## config.mk

```make
export PLATFORM = sky130hd
export DESIGN_NAME = fcs_unit
export DESIGN_NICKNAME = d
export VERILOG_FILES = /design/src/design/fcs_pkg.sv /design/src/design/fcs_unit.sv
export SDC_FILE = /design/constraint.sdc
export NUM_CORES = 1
export LEC_CHECK = 0
export ABC_AREA = 1
export BUFFER_PORTS_ARGS = -buffer_cell sky130_fd_sc_hd__clkbuf_2
export CORE_ASPECT_RATIO = 2
export CORE_MARGIN = 3
export CORE_UTILIZATION = 46
export DETAILED_ROUTE_END_ITERATION = 12
export GPL_TIMING_DRIVEN = 0
export MAX_ROUTING_LAYER = met4
export PLACE_DENSITY_LB_ADDON = 0.12
export RECOVER_POWER = 25
export SYNTH_ARGS = -nofsm -noshare
export SYNTH_HDL_FRONTEND = slang
export SYNTH_SLANG_ARGS = --single-unit
```

## constraint.sdc

```tcl
create_clock -name clk_i -period 6.1 [get_ports clk_i]
set_clock_uncertainty 0.1 [all_clocks]
set_input_delay 0.305 -clock clk_i [delete_from_list [all_inputs] [get_ports clk_i]]
set_output_delay 0.305 -clock clk_i [all_outputs]
set_load 0.05 [all_outputs]
```

## src/design/fcs_pkg.sv

```systemverilog
`default_nettype none
package fcs_pkg;
  localparam int unsigned MaxPoints = 16;
  localparam int unsigned FracBits  = 16;
  localparam int unsigned CoordW    = 32;
  localparam int unsigned LinkW     = 31;
  localparam int unsigned IdxW      = 4;
  localparam int unsigned MagW      = 32;
  localparam int unsigned SqW       = 64;
  localparam int unsigned RootW     = 32;
  localparam int unsigned ProdW     = MagW + LinkW;
  localparam int unsigned QuotW     = 64;

  // operation codes for the shared unit
  typedef enum logic [1:0] {
    OpSqrt = 2'd0,
    OpDiv  = 2'd1
  } unit_op_e;

  typedef struct packed {
    logic            start;
    unit_op_e        op;
    logic [SqW-1:0]  arg_a;
    logic [RootW-1:0] arg_b;
  } unit_req_t;

  typedef struct packed {
    logic            done;
    logic [QuotW-1:0] result;
  } unit_rsp_t;
endpackage
`default_nettype wire

```

## src/design/fcs_unit.sv

```systemverilog
`default_nettype none
// shared radix-2 square root / divider, one result bit per cycle
module fcs_unit (
  input  wire logic               clk_i,
  input  wire logic               rst_ni,
  input  wire fcs_pkg::unit_req_t req_i,
  output fcs_pkg::unit_rsp_t      rsp_o
);
  localparam int unsigned SqW   = fcs_pkg::SqW;
  localparam int unsigned RootW = fcs_pkg::RootW;
  localparam int unsigned QuotW = fcs_pkg::QuotW;

  logic              busy_q, busy_d;
  logic              op_q, op_d;
  logic [6:0]        cnt_q, cnt_d;
  logic [SqW-1:0]    num_q, num_d;
  logic [SqW+1:0]    rem_q, rem_d;
  logic [QuotW-1:0]  res_q, res_d;
  logic [RootW-1:0]  den_q, den_d;
  logic              done_q, done_d;
  logic [SqW+1:0]    trial;

  always_comb begin
    busy_d = busy_q; op_d = op_q; cnt_d = cnt_q; num_d = num_q;
    rem_d = rem_q; res_d = res_q; den_d = den_q; done_d = 1'b0;
    trial = '0;
    if (req_i.start) begin
      busy_d = 1'b1;
      op_d   = (req_i.op == fcs_pkg::OpDiv);
      num_d  = req_i.arg_a;
      den_d  = req_i.arg_b;
      rem_d  = '0;
      res_d  = '0;
      cnt_d  = (req_i.op == fcs_pkg::OpDiv) ? 7'd64 : 7'd32;
    end else if (busy_q) begin
      if (op_q) begin
        // restoring division, one quotient bit
        trial = {rem_q[SqW:0], num_q[SqW-1]};
        num_d = {num_q[SqW-2:0], 1'b0};
        if (trial >= {{(SqW+2-RootW){1'b0}}, den_q}) begin
          rem_d = trial - {{(SqW+2-RootW){1'b0}}, den_q};
          res_d = {res_q[QuotW-2:0], 1'b1};
        end else begin
          rem_d = trial;
          res_d = {res_q[QuotW-2:0], 1'b0};
        end
      end else begin
        // digit-by-digit root, two radicand bits
        trial = {rem_q[SqW-1:0], num_q[SqW-1:SqW-2]};
        num_d = {num_q[SqW-3:0], 2'b00};
        if (trial >= {res_q[SqW-1:0], 2'b01}) begin
          rem_d = trial - {res_q[SqW-1:0], 2'b01};
          res_d = {res_q[QuotW-2:0], 1'b1};
        end else begin
          rem_d = trial;
          res_d = {res_q[QuotW-2:0], 1'b0};
        end
      end
      cnt_d = cnt_q - 7'd1;
      if (cnt_q == 7'd1) begin
        busy_d = 1'b0;
        done_d = 1'b1;
      end
    end
  end

  always_ff @(posedge clk_i or negedge rst_ni) begin
    if (!rst_ni) begin
      busy_q <= 1'b0;
      done_q <= 1'b0;
      cnt_q  <= '0;
    end else begin
      busy_q <= busy_d;
      done_q <= done_d;
      cnt_q  <= cnt_d;
    end
  end

  always_ff @(posedge clk_i) begin
    op_q <= op_d; num_q <= num_d; rem_q <= rem_d; res_q <= res_d; den_q <= den_d;
  end

  assign rsp_o.done   = done_q;
  assign rsp_o.result = res_q;
endmodule
`default_nettype wire

```

After elaboration in Yosys (flattened, before gate mapping) --
Index checks and enable logic that the tools add are counted.
Storage, ports and cells: register bits after elaboration 235, word-level logic and storage cells 34
Cells by class: $add $sub $neg 3, $lt $le $gt $ge 2, eq/ne operators 2, muxes and demuxes 18, reductions and logical operators 1
Operator list (count):
- two-way mux 65 bit | 3
- two-way mux 64 bit | 3
- >= comparator 66 x 32 -> 1 bit | 1
- >= comparator 66 bit | 1
- subtractor 65 x 32 -> 65 bit | 1
- subtractor 65 bit | 1
- two-way mux 7 bit | 3
- two-way mux 1 bit | 9
- == test 7 x 1 -> 1 bit, second input constant | 1
- subtractor 7 x 1 -> 7 bit, second input constant | 1
- == test 2 x 1 -> 1 bit, second input constant | 1
- nonzero test 2 bit | 1

Longest topological paths before layout --
Gate-level depths: netlist of the first run.
word-level depth 4, mapped depth 20, mapped depth without buffers 20

Worst setup path after synthesis of the first run --
OpenSTA, ideal clock, no wires.
path type input -> register, start point input req_i[98] (netlist bit), end point register num_q[0], enable pin, setup time 0.453 ns, data arrival time 2.712 ns, data required time 5.547 ns, path slack 2.835 ns, stages on the path 4, buffers on the path 2, cells stage by stage clkbuf_1 > nor2_1 > inv_2 > buf_1
Between the ends: word-level cells in the longest chain between the ends 1
RTL lines:
- from (decl) | line fcs_unit.sv:6 | input wire fcs_pkg::unit_req_t req_i,
- nonzero test 2 bit (no line)
- to (signal assigned) | line fcs_unit.sv:80 | op_q <= op_d; num_q <= num_d; rem_q <= rem_d; res_q <= res_d; den_q <= den_d;
- to (decl) | line fcs_unit.sv:16 | logic [SqW-1:0] num_q, num_d;
No other way between the ends. A chain may end at the register's enable or synchronous reset.

==> out/metrics.cfg, run 1 <==
[place]
gp_congestion=1.06
port_buffers=165
dp_slack_ns=2.16
dpl_cell_area_sq_mm=0.0225
dp_hpwl_microns=76900

[cts]
clk_pin_slew_ns=0.07
cts.repair.resized=0
root_buffer=clkbuf_16
cts_tree=built
post_cts_buffers=0
htreeDepth=1
holdBufCountCts=96
cts_inserted_buffers=24
clkLatencyLatePin_ns=0.59
cts_sinks=235
cts_buffer_depth=3

[timing]
slew_viol_final=37
fin_setup_tns_ns=0
final-hold-violation-count=0
fin_ws_ns=1.99
relSlewSlack=-0.382
finalCritPeriodShare=0.674
rsz0062_at_grt=no
period_minus_slack_ns=4.11
setup_viol=0
worst_slew_pin_slew_ns=2.07
max_freq_mhz=243

[status]
outcome=finished, violations left
violations=capacitance limit, slew limit

[cells_and_area]
final_area_sq_mm=0.0242
finalNetCount=4071
drive_above_1_share=0.0625
final_core_util=0.542
area_delta_synth_final_pct=15.6
diodes=0
fill_cells=4729

[floorplanning]
row_count=109
coreArea_sq_mm=0.0446
die_w_microns=157
chipHeight_microns=307
die_area_sq_mm=0.0482
start_util=0.469
ios=166

[worst_setup_path]
r2r_end=rem_q[18]$_SDFFE_PP0P_
critPathRequiredTime_ns=6.48
cpPeakStageDelay_ns=1.44
crit_buf_inv=3
crit_chain=clkbuf_1, nor2_1, inv_2, clkbuf_1, a21oi_1, nand4_1, nand2_1
path_class=in -> reg
crit_arrival_ns=4.49
r2r_cells=14
cp-end-kind=flop
reg2reg_from=num_q[63]$_DFFE_PP_
cp_max_fo=36
cpMostUsedCell=clkbuf_1
reg2reg_setup_slack_ns=1.99
cp_slowest_cell=clkbuf_1
crit_family=buffers and inverters
cp-start-kind=input pin

[detailed_routing]
dr.pass1.iters=7
first_iter_violations=1345
wl_per_cell_microns=20.8
avgViaCountPerCell=5.30
vias=23500
ant_nets=0
route.detailed.drc=0
wl_microns=92300

[power]
power_switching_mw=6.93
pwr-share-clk=0.127
leakagePower_nw=12.9
swShare=0.575
combinationalPowerShare=0.682
p_total_mw=12.0
ir_drop_mv=0.299
power_frac_seq=0.192
power.density_mw_per_mm2=499
intPower_mw=5.12

[flow_run]
maxCapViolations=1

[hold_path]
hold_depth=3
min_path_type=in -> reg
hold_path_end=num_q[47]$_DFFE_PP_
hp-start=req_i[79]

[yosys]
synthMuxAreaShare=0
synth_compound_area_frac=0.0945
synth_seq_area_share=0.274
synth_top_family_by_area=simple AND/OR/NAND/NOR gates
yosys.area_share.adder=0.0608
syn_inst=3580
synth_nets=3782
yosys_warnings=0
synthSimpleGateAreaFrac=0.409
ys_seq_elements=235
synth.distinct_cells=42
syn_avg_cell_area_sq_um=5.84
synth_area_sq_mm=0.0209
synth_xor_area_frac=0.0210
ys.flop_type=dfxtp_1
synth_edf_count=97
async_flop_share=0.0383

[grt]
grt_overflow=0
grt_antenna_before_repair=0
grt_max_degree=39
track_usage=0.391
grt_first_pass_wirelength_microns=137000
grt_pass1_vias=24000

==> area by class of cell <==
| class | instances | area, sq um | area share |
|---|---|---|---|
| buffer | 92 | 435 | 0.0180 |
| clock buffer | 27 | 633 | 0.0262 |
| clock inverter | 17 | 141 | 0.00585 |
| inverter | 667 | 2500 | 0.104 |
| multi-input combinational | 2586 | 12200 | 0.507 |
| sequential | 235 | 5720 | 0.237 |
| tap | 555 | 694 | 0.0288 |
| timing repair buffer | 263 | 1790 | 0.0741 |
==> cell usage after synthesis (2+ instances only) <==
library cell | count | area share
nand2_1 | 1314 | 0.24
inv_1 | 659 | 0.12
nor2_1 | 343 | 0.062
a21oi_1 | 243 | 0.058
nand3_1 | 230 | 0.055
dfxtp_1 | 129 | 0.12
ha_1 | 100 | 0.060
edfxtp_1 | 97 | 0.14
nand4_1 | 72 | 0.022
o22ai_1 | 64 | 0.019
clkbuf_1 | 62 | 0.011
o21ai_0 | 38 | 0.0091
nor3_1 | 30 | 0.0072
xnor2_1 | 26 | 0.011
nand3b_1 | 25 | 0.0090
xor2_1 | 24 | 0.010
nor2_2 | 13 | 0.0039
buf_2 | 11 | 0.0026
o21bai_1 | 11 | 0.0040
or2_2 | 11 | 0.0033
dfrtp_1 | 9 | 0.011
buf_6 | 8 | 0.0043
buf_1 | 7 | 0.0013
and2_1 | 5 | 0.0015
and3_1 | 5 | 0.0015
nand2_2 | 5 | 0.0015
nor4_1 | 5 | 0.0015
a31oi_1 | 4 | 0.0012
buf_4 | 4 | 0.0014
clkinv_1 | 4 | 0.00072
inv_2 | 4 | 0.00072
nor2_4 | 4 | 0.0022
o211ai_1 | 3 | 0.0011
a21oi_4 | 2 | 0.0016
nor3_2 | 2 | 0.00096
==> placed cells by master (no fill, tap or decap), drive strengths merged <==
cell type / Yosys / layout
a21oi: 245 / 245
a31oi: 4 / 4
and2: 5 / 5
and3: 5 / 5
buf: 30 / 32
bufinv: 0 / 1
clkbuf: 62 / 254
clkinv: 4 / 13
clkinvlp: 0 / 5
dfrtp: 9 / 9
dfxtp: 129 / 129
dlygate4sd3: 0 / 96
edfxtp: 97 / 97
fa: 1 / 1
ha: 100 / 100
inv: 663 / 665
nand2: 1320 / 1320
nand2b: 1 / 1
nand3: 232 / 232
nand3b: 25 / 25
nand4: 72 / 72
nor2: 360 / 360
nor3: 32 / 32
nor3b: 1 / 1
nor4: 5 / 5
o211ai: 3 / 3
o21ai: 39 / 39
o21bai: 11 / 11
o22ai: 64 / 64
or2: 11 / 11
xnor2: 26 / 26
xor2: 24 / 24
==> kinds of logic (layout without fill, tap and decap cells) <==
| family | count (synthesis) | count (layout) |
|---|---|---|
| and+or+nand+nor | 2069 | 2069 |
| adders and majority gates | 101 | 101 |
| xor gates and xnor gates | 50 | 50 |
| AOI/OAI and AO/OA | 366 | 366 |
| DFF | 235 | 235 |
| buffers and inverters | 759 | 1066 |
==> through the flow <==
step           instances  hold WS (ns)
6_report            4442        0.0107
5_1_grt             4442        0.0347
4_1_cts             4442       0.00515
3_5_place_dp        4302        0.0756
3_3_place_gp        4300        0.0706
2_1_floorplan       3580       -0.0906
==> worst max-delay path by stage <==
stage	startpoint	to	cells after the start
2_1_floorplan	req_i[98]	num_q[0]$_SDFFCE_PN0P_	4
3_3_place_gp	req_i[98]	res_q[61]$_SDFFE_PP0P_	6
3_5_place_dp	num_q[63]$_DFFE_PP_	rem_q[14]$_SDFFE_PP0P_	14
4_1_cts	num_q[63]$_DFFE_PP_	rem_q[14]$_SDFFE_PP0P_	14
5_1_grt	req_i[98]	rem_q[15]$_SDFFE_PP0P_	7
6_report	req_i[98]	rem_q[23]$_SDFFE_PP0P_	7
==> per-layer routing <==
metal,up-vias,track usage,routed length (microns)
li1,11800,-,-
met1,10500,0.358,30200
met4,0,0.362,11100
met3,394,0.0474,4410
met5,-,-,0
met2,875,0.688,46600
==> power by group through the flow <==
stage          clock (mW)  combinational, mW  sequential (mW)
2_1_floorplan           0               5.45             2.14
3_3_place_gp            0               7.95             2.32
3_5_place_dp            0               7.96             2.32
4_1_cts              1.54               8.05             2.29
5_1_grt              1.59               9.06             2.32
6_report             1.53               8.21             2.31
==> flip-flops by register name, indices dropped and copies added (netlist names) <==
register,count
busy_q,1
cnt_q,7
den_q,32
done_q,1
num_q,64
op_q,1
rem_q,65
res_q,64
==> worst reg2reg max path, stage by stage (launching register included) <==
cell      delay, ns
edfxtp_1       0.55
inv_1          0.35
ha_1           0.20
inv_1          0.10
fa_1           0.46
nand4_1        0.13
nand3_1        0.35
nand2_1        0.16
nand2_1        0.30
a21oi_1        0.58
buf_2          0.32
nand3_1        0.10
nand3_1        0.10
nand3_1        0.09
o21bai_1       0.16
No activity file was read; power rests on OpenSTA's default activity.
==> run 2: changes to the inputs <==
clock period = 4 ns   (was 6.1 ns; I/O delays follow)
==> run 2 against run 1 <==
Net effect: the run now ends clean; die area stayed put; worst setup slack worse by 1.9 ns; sequential power is 53% higher; clock power is 52% higher; routed wire length is 0.17% higher; worst hold slack better by 0.21 ns; sequential share of layout area is 0.054 points lower; first-iteration DRC count is 6.2% higher; global-route usage is 0.075 points higher; cell count hardly changed; core utilization is 0.12 points higher; largest power group unchanged.
==> out/metrics.cfg, run 2 (synthesis results as in run 1) <==
[worst_setup_path]
cp-start-kind=flop
crit_family=simple AND/OR/NAND/NOR gates
cp_slowest_cell=edfxtp_1
crit_buf_inv=3
crit_chain=inv_1, ha_1, inv_1, fa_1, nand4_1, nand3_1, nand2_1, nand2_2, nand2_1, nand3_4, buf_2, nand3_1, nand3_1, nand3_1, nand2_1, nand2_1
cpPeakStageDelay_ns=0.54
critPathRequiredTime_ns=4.43
r2r_cells=16
cp.depth=16
path_class=reg -> reg
cp-end-kind=flop
cp_max_fo=10
crit_arrival_ns=4.33

[cts]
clkLatencyLatePin_ns=0.59
cts_tree=built
cts_sinks=235
root_buffer=clkbuf_16
cts_inserted_buffers=24
htreeDepth=1
cts_buffer_depth=3
clk_pin_slew_ns=0.07

[cells_and_area]
final_common_cell=nand2_1
reg_top3=rem_q: 65 flops, num_q: 64 flops, res_q: 64 flops
largest_register=rem_q
fill_cells=4722
diodes=0
ff_latch_area_sq_mm=0.00572
final_cell_mix=nand2_1, inv_1, nor2_1
final_area_sq_mm=0.0242
final_core_util=0.543
finalNetCount=4075
largest_reg_flops=65
area_delta_synth_final_pct=15.9
multi_input_area_sq_mm=0.0122
drive_above_1_share=0.0640

[hold_path]
hold_depth=2
min_path_type=in -> reg

[timing]
relSlewSlack=0.126
setup_viol=0
max_freq_mhz=256
final-hold-violation-count=0
finalCritPeriodShare=0.975
slew_viol_final=0
worst_slew_pin_slew_ns=1.31
period_minus_slack_ns=3.90
rsz0062_at_grt=no

[flow_run]
maxCapViolations=0

[detailed_routing]
drt-met1-wl_microns=30400
ant_nets=0
dr.pass1.iters=5
wl_per_cell_microns=20.8
wl_met3_microns=4250
topRoutingLayerUsed=met4
first_iter_violations=1428
vias=23600
wl_met2_microns=47000
avgViaCountPerCell=5.31
route.detailed.drc=0
wl_microns=92400

[grt]
grt_max_degree=39
grt_antenna_before_repair=0
grt_overflow=0
track_usage=0.392
grt_pass1_vias=24000
grt_first_pass_wirelength_microns=137000

[floorplanning]
ios=166
row_count=109
die_area_sq_mm=0.0482
die_w_microns=157
coreArea_sq_mm=0.0446
start_util=0.469
chipHeight_microns=307

[place]
gp_congestion=1.06
dp_hpwl_microns=76900
port_buffers=165
dpl_cell_area_sq_mm=0.0225

[power]
power.density_mw_per_mm2=759
ir_drop_mv=0.453
leakagePower_nw=13.0

[status]
outcome=finished, final reports clean

==> run 2: changes by cell type in the layout (fill, tap and decap cells not counted) <==
cell	previous run	this run
nand2_2	5	6
clkbuf_1	94	92
nand2_1	1314	1313
nor2_1	343	342
clkbuf_2	135	137
dlygate4sd3_1	96	100
nor2_2	13	14
a21oi_1	243	241
a21oi_2	0	2
==> run 2: final timing paths <==
check                                      start                      to  slack (ns)
max                          num_q[63]$_DFFE_PP_  rem_q[30]$_SDFFE_PP0P_         0.1
min                                    req_i[20]     den_q[20]$_DFFE_PP_        0.22
max reg2reg                  num_q[63]$_DFFE_PP_  rem_q[30]$_SDFFE_PP0P_         0.1
min reg2reg                res_q[3]$_SDFFE_PP0P_   res_q[4]$_SDFFE_PP0P_        0.43
max in group asynchronous                 rst_ni    cnt_q[0]$_DFFE_PN0P_        2.95
min in group asynchronous                 rst_ni    cnt_q[5]$_DFFE_PN0P_        0.54
==> run 2: stage by stage <==
step / total power [mW] / TNS [ns] / hold WS (ns) / setup slack [ns] / cells
3_5_place_dp: 15.7 / 0 / -0.0294 / 0.0587 / 4302
3_3_place_gp: 15.7 / -132.09 / -0.0344 / -1.85 / 4300
4_1_cts: 18.1 / 0 / 0.208 / 0.0398 / 4446
6_report: 18.4 / 0 / 0.221 / 0.0993 / 4446
5_1_grt: 19.8 / 0 / 0.225 / 0.0781 / 4446
2_1_floorplan: 11.6 / 0 / -0.196 / 0.803 / 3580
==> run 2: power by group <==
part	switching [mW]	leakage [nW]	total (mW)	internal [mW]
clock network	1.11	0.366	2.33	1.22
registers	0.632	2.15	3.53	2.90
logic	8.83	10.4	12.5	3.69
==> run 2: repair_timing <==
item / in CTS / in global routing
hold endpoints to repair: 108 / 0
setup buffers: 0 / 0
setup endpoints to repair: 0 / 23
hold buffers: 100 / 0
resized for setup: 0 / 4
==> run 2: routing by layer <==
| metal | vias up | GRT usage |
|---|---|---|
| li1 | 11800 | - |
| met4 | 0 | 0.362 |
| met2 | 880 | 0.690 |
| met3 | 383 | 0.0470 |
| met5 | - | - |
| met1 | 10600 | 0.359 |
==> run 2: layout make-up <==
| type | count | area share |
|---|---|---|
| multi-input combinational | 2586 | 0.506 |
| sequential | 235 | 0.236 |
| inverter | 667 | 0.103 |
| timing repair buffer | 267 | 0.0757 |
| tap | 555 | 0.0287 |
| clock buffer | 27 | 0.0262 |
| buffer | 92 | 0.0180 |
| clock inverter | 17 | 0.00584 |
==> run 3: changes to the inputs <==
--- a/config.mk
+++ b/config.mk
@@ -10,5 +10,5 @@
 export CORE_ASPECT_RATIO = 2
 export CORE_MARGIN = 3
-export CORE_UTILIZATION = 46
+export CORE_UTILIZATION = 30
 export DETAILED_ROUTE_END_ITERATION = 12
 export GPL_TIMING_DRIVEN = 0
--- a/constraint.sdc
+++ b/constraint.sdc
@@ -3,3 +3,3 @@
 set_input_delay 0.2 -clock clk_i [delete_from_list [all_inputs] [get_ports clk_i]]
 set_output_delay 0.2 -clock clk_i [all_outputs]
-set_load 0.05 [all_outputs]
+set_load 0.005 [all_outputs]
==> run 3 against run 2 <==
Net effect: flip-flop and latch count unchanged; worst setup slack better by 0.071 ns; via count down 2.6%; non-clock buffer count up 2; register-to-register slack better by 0.07 ns; sequential share of layout area down 0.50 points; critical path type unchanged; highest routed layer unchanged.
==> out/metrics.cfg, run 3 (synthesis results as in run 1) <==
[status]
outcome=finished, final reports clean

[floorplanning]
die_area_sq_mm=0.0730
row_count=136
start_util=0.303
ios=166
chipHeight_microns=379
die_w_microns=193
coreArea_sq_mm=0.0689

[grt]
grt_first_pass_wirelength_microns=143000
use_met3=0.0191
met2_usage=0.522
track_usage=0.276
grt_antenna_before_repair=0
grt_overflow=0
use_met1=0.252
grt_pass1_vias=23700
grt_max_degree=38
busiest_layer=met2

[timing]
period_minus_slack_ns=3.83
hold_ws_ns=0.237
rsz0062_at_grt=no
final-hold-violation-count=0
slew_viol_final=0
relSlewSlack=0.211
worst_slew_pin_slew_ns=1.18
setup_viol=0
fin_setup_tns_ns=0
finalCritPeriodShare=0.958
max_freq_mhz=261

[worst_setup_path]
cp_max_fo=10
cp-start-kind=flop
cp-end-kind=flop
critPathRequiredTime_ns=4.42
crit_buf_inv=4
cpMostUsedCell=clkbuf_1
crit_chain=clkbuf_1, clkinv_1, nor2_1, inv_2, clkbuf_1, a31oi_1, nand4_1, nand2_1
cp_slowest_cell=nor2_1
crit_family=buffers and inverters
crit_arrival_ns=4.25
reg2reg_setup_slack_ns=0.17
cpPeakStageDelay_ns=0.99
path_class=reg -> reg

[power]
ir_drop_mv=0.388
power.density_mw_per_mm2=755
combinationalPowerShare=0.680
power_frac_seq=0.189
intPower_mw=7.93
swShare=0.575
pwr-share-clk=0.131
leakagePower_nw=13.1
power_switching_mw=10.7
p_total_mw=18.7

[cells_and_area]
largest_register=rem_q
largest_reg_flops=65
drive_above_1_share=0.0688
area_delta_synth_final_pct=18.4
finalNetCount=4079
reg_top3=rem_q: 65 flops, num_q: 64 flops, res_q: 64 flops
final_cells=4794
final_common_cell=nand2_1
fill_cells=8016
final_cell_mix=nand2_1, inv_1, nor2_1
final_area_sq_mm=0.0247

[detailed_routing]
ant_nets=0
wl_microns=99500
wl_per_cell_microns=20.7
vias=23000
dr.pass1.iters=7
first_iter_violations=1214
route.detailed.drc=0
avgViaCountPerCell=4.80

[cts]
htreeDepth=1
cts_buffer_depth=3
clk_pin_slew_ns=0.07
cts_sinks=235
cts_inserted_buffers=26
cts_tree=built
root_buffer=clkbuf_16
clkLatencyLatePin_ns=0.59

[place]
port_buffers=165
gp_congestion=1.02
dp_hpwl_microns=84500
dpl_cell_area_sq_mm=0.0229
dpl.cell_count=4644

[flow_run]
maxCapViolations=0

[hold_path]
min_path_type=in -> reg

[run 3: cell count changes in the layout (fill, tap and decap cells not counted), sizes merged]
cell,before,now
clkinv,13,9
clkinvlp,5,3
clkbuf,254,265
diode,0,1
buf,32,34
bufinv,1,0
inv,665,664
[run 3: area by class of cell]
cell class | count | area, sq um | share of cell area
Sequential cell | 235 | 5720 | 0.231
Buffer | 92 | 435 | 0.0176
Tap cell | 897 | 1120 | 0.0454
Inverter | 667 | 2500 | 0.101
Antenna cell | 1 | 2.50 | 0.000101
Clock buffer | 38 | 778 | 0.0315
Multi-Input combinational cell | 2586 | 12200 | 0.495
Timing Repair Buffer | 269 | 1870 | 0.0755
Clock inverter | 9 | 53.8 | 0.00218
[run 3: through the flow]
step	util	setup WS (ns)
after global routing	0.359	0.0446
after detailed placement	0.332	-0.135
final	0.359	0.170
after global placement	0.331	-2.07
after CTS	0.359	0.0491
after floorplan	-	0.803
[run 3: routing by layer]
layer	vias up	wire (microns)
li1	11800	-
met1	10300	34100
met2	570	53000
met3	299	2590
met4	0	9760
met5	-	0
[run 3: repair_timing]
item / CTS / global route
setup buffers: 0 / 2
endpoints found under the setup margin: 17 / 25
gates resized for setup: 3 / 2
pin swaps: 0 / 1
endpoints found under the hold margin: 108 / 0
hold buffers: 100 / 0
gates cloned: 0 / 0
[run 3: power by group through the flow]
stage / registers [mW] / logic (mW) / clock network, mW
after detailed placement: 3.56 / 12.5 / 0
final: 3.53 / 12.7 / 2.45
after CTS: 3.51 / 12.6 / 2.54
after global routing: 3.57 / 14.0 / 2.60
after floorplan: 3.22 / 8.31 / 0
after global placement: 3.57 / 12.5 / 0
[run 3: final timing paths]
check                                        from                endpoint  cells past startpoint
max                              busy_q$_DFF_PN0_  rem_q[10]$_SDFFE_PP0P_                      8
max reg2reg                      busy_q$_DFF_PN0_  rem_q[10]$_SDFFE_PP0P_                      8
min                                     req_i[30]     den_q[30]$_DFFE_PP_                      2
min reg2reg                res_q[19]$_SDFFE_PP0P_  res_q[20]$_SDFFE_PP0P_                      2
min in group asynchronous                  rst_ni        done_q$_DFF_PN0_                      3
max in group asynchronous                  rst_ni    cnt_q[6]$_DFFE_PN0P_                      3
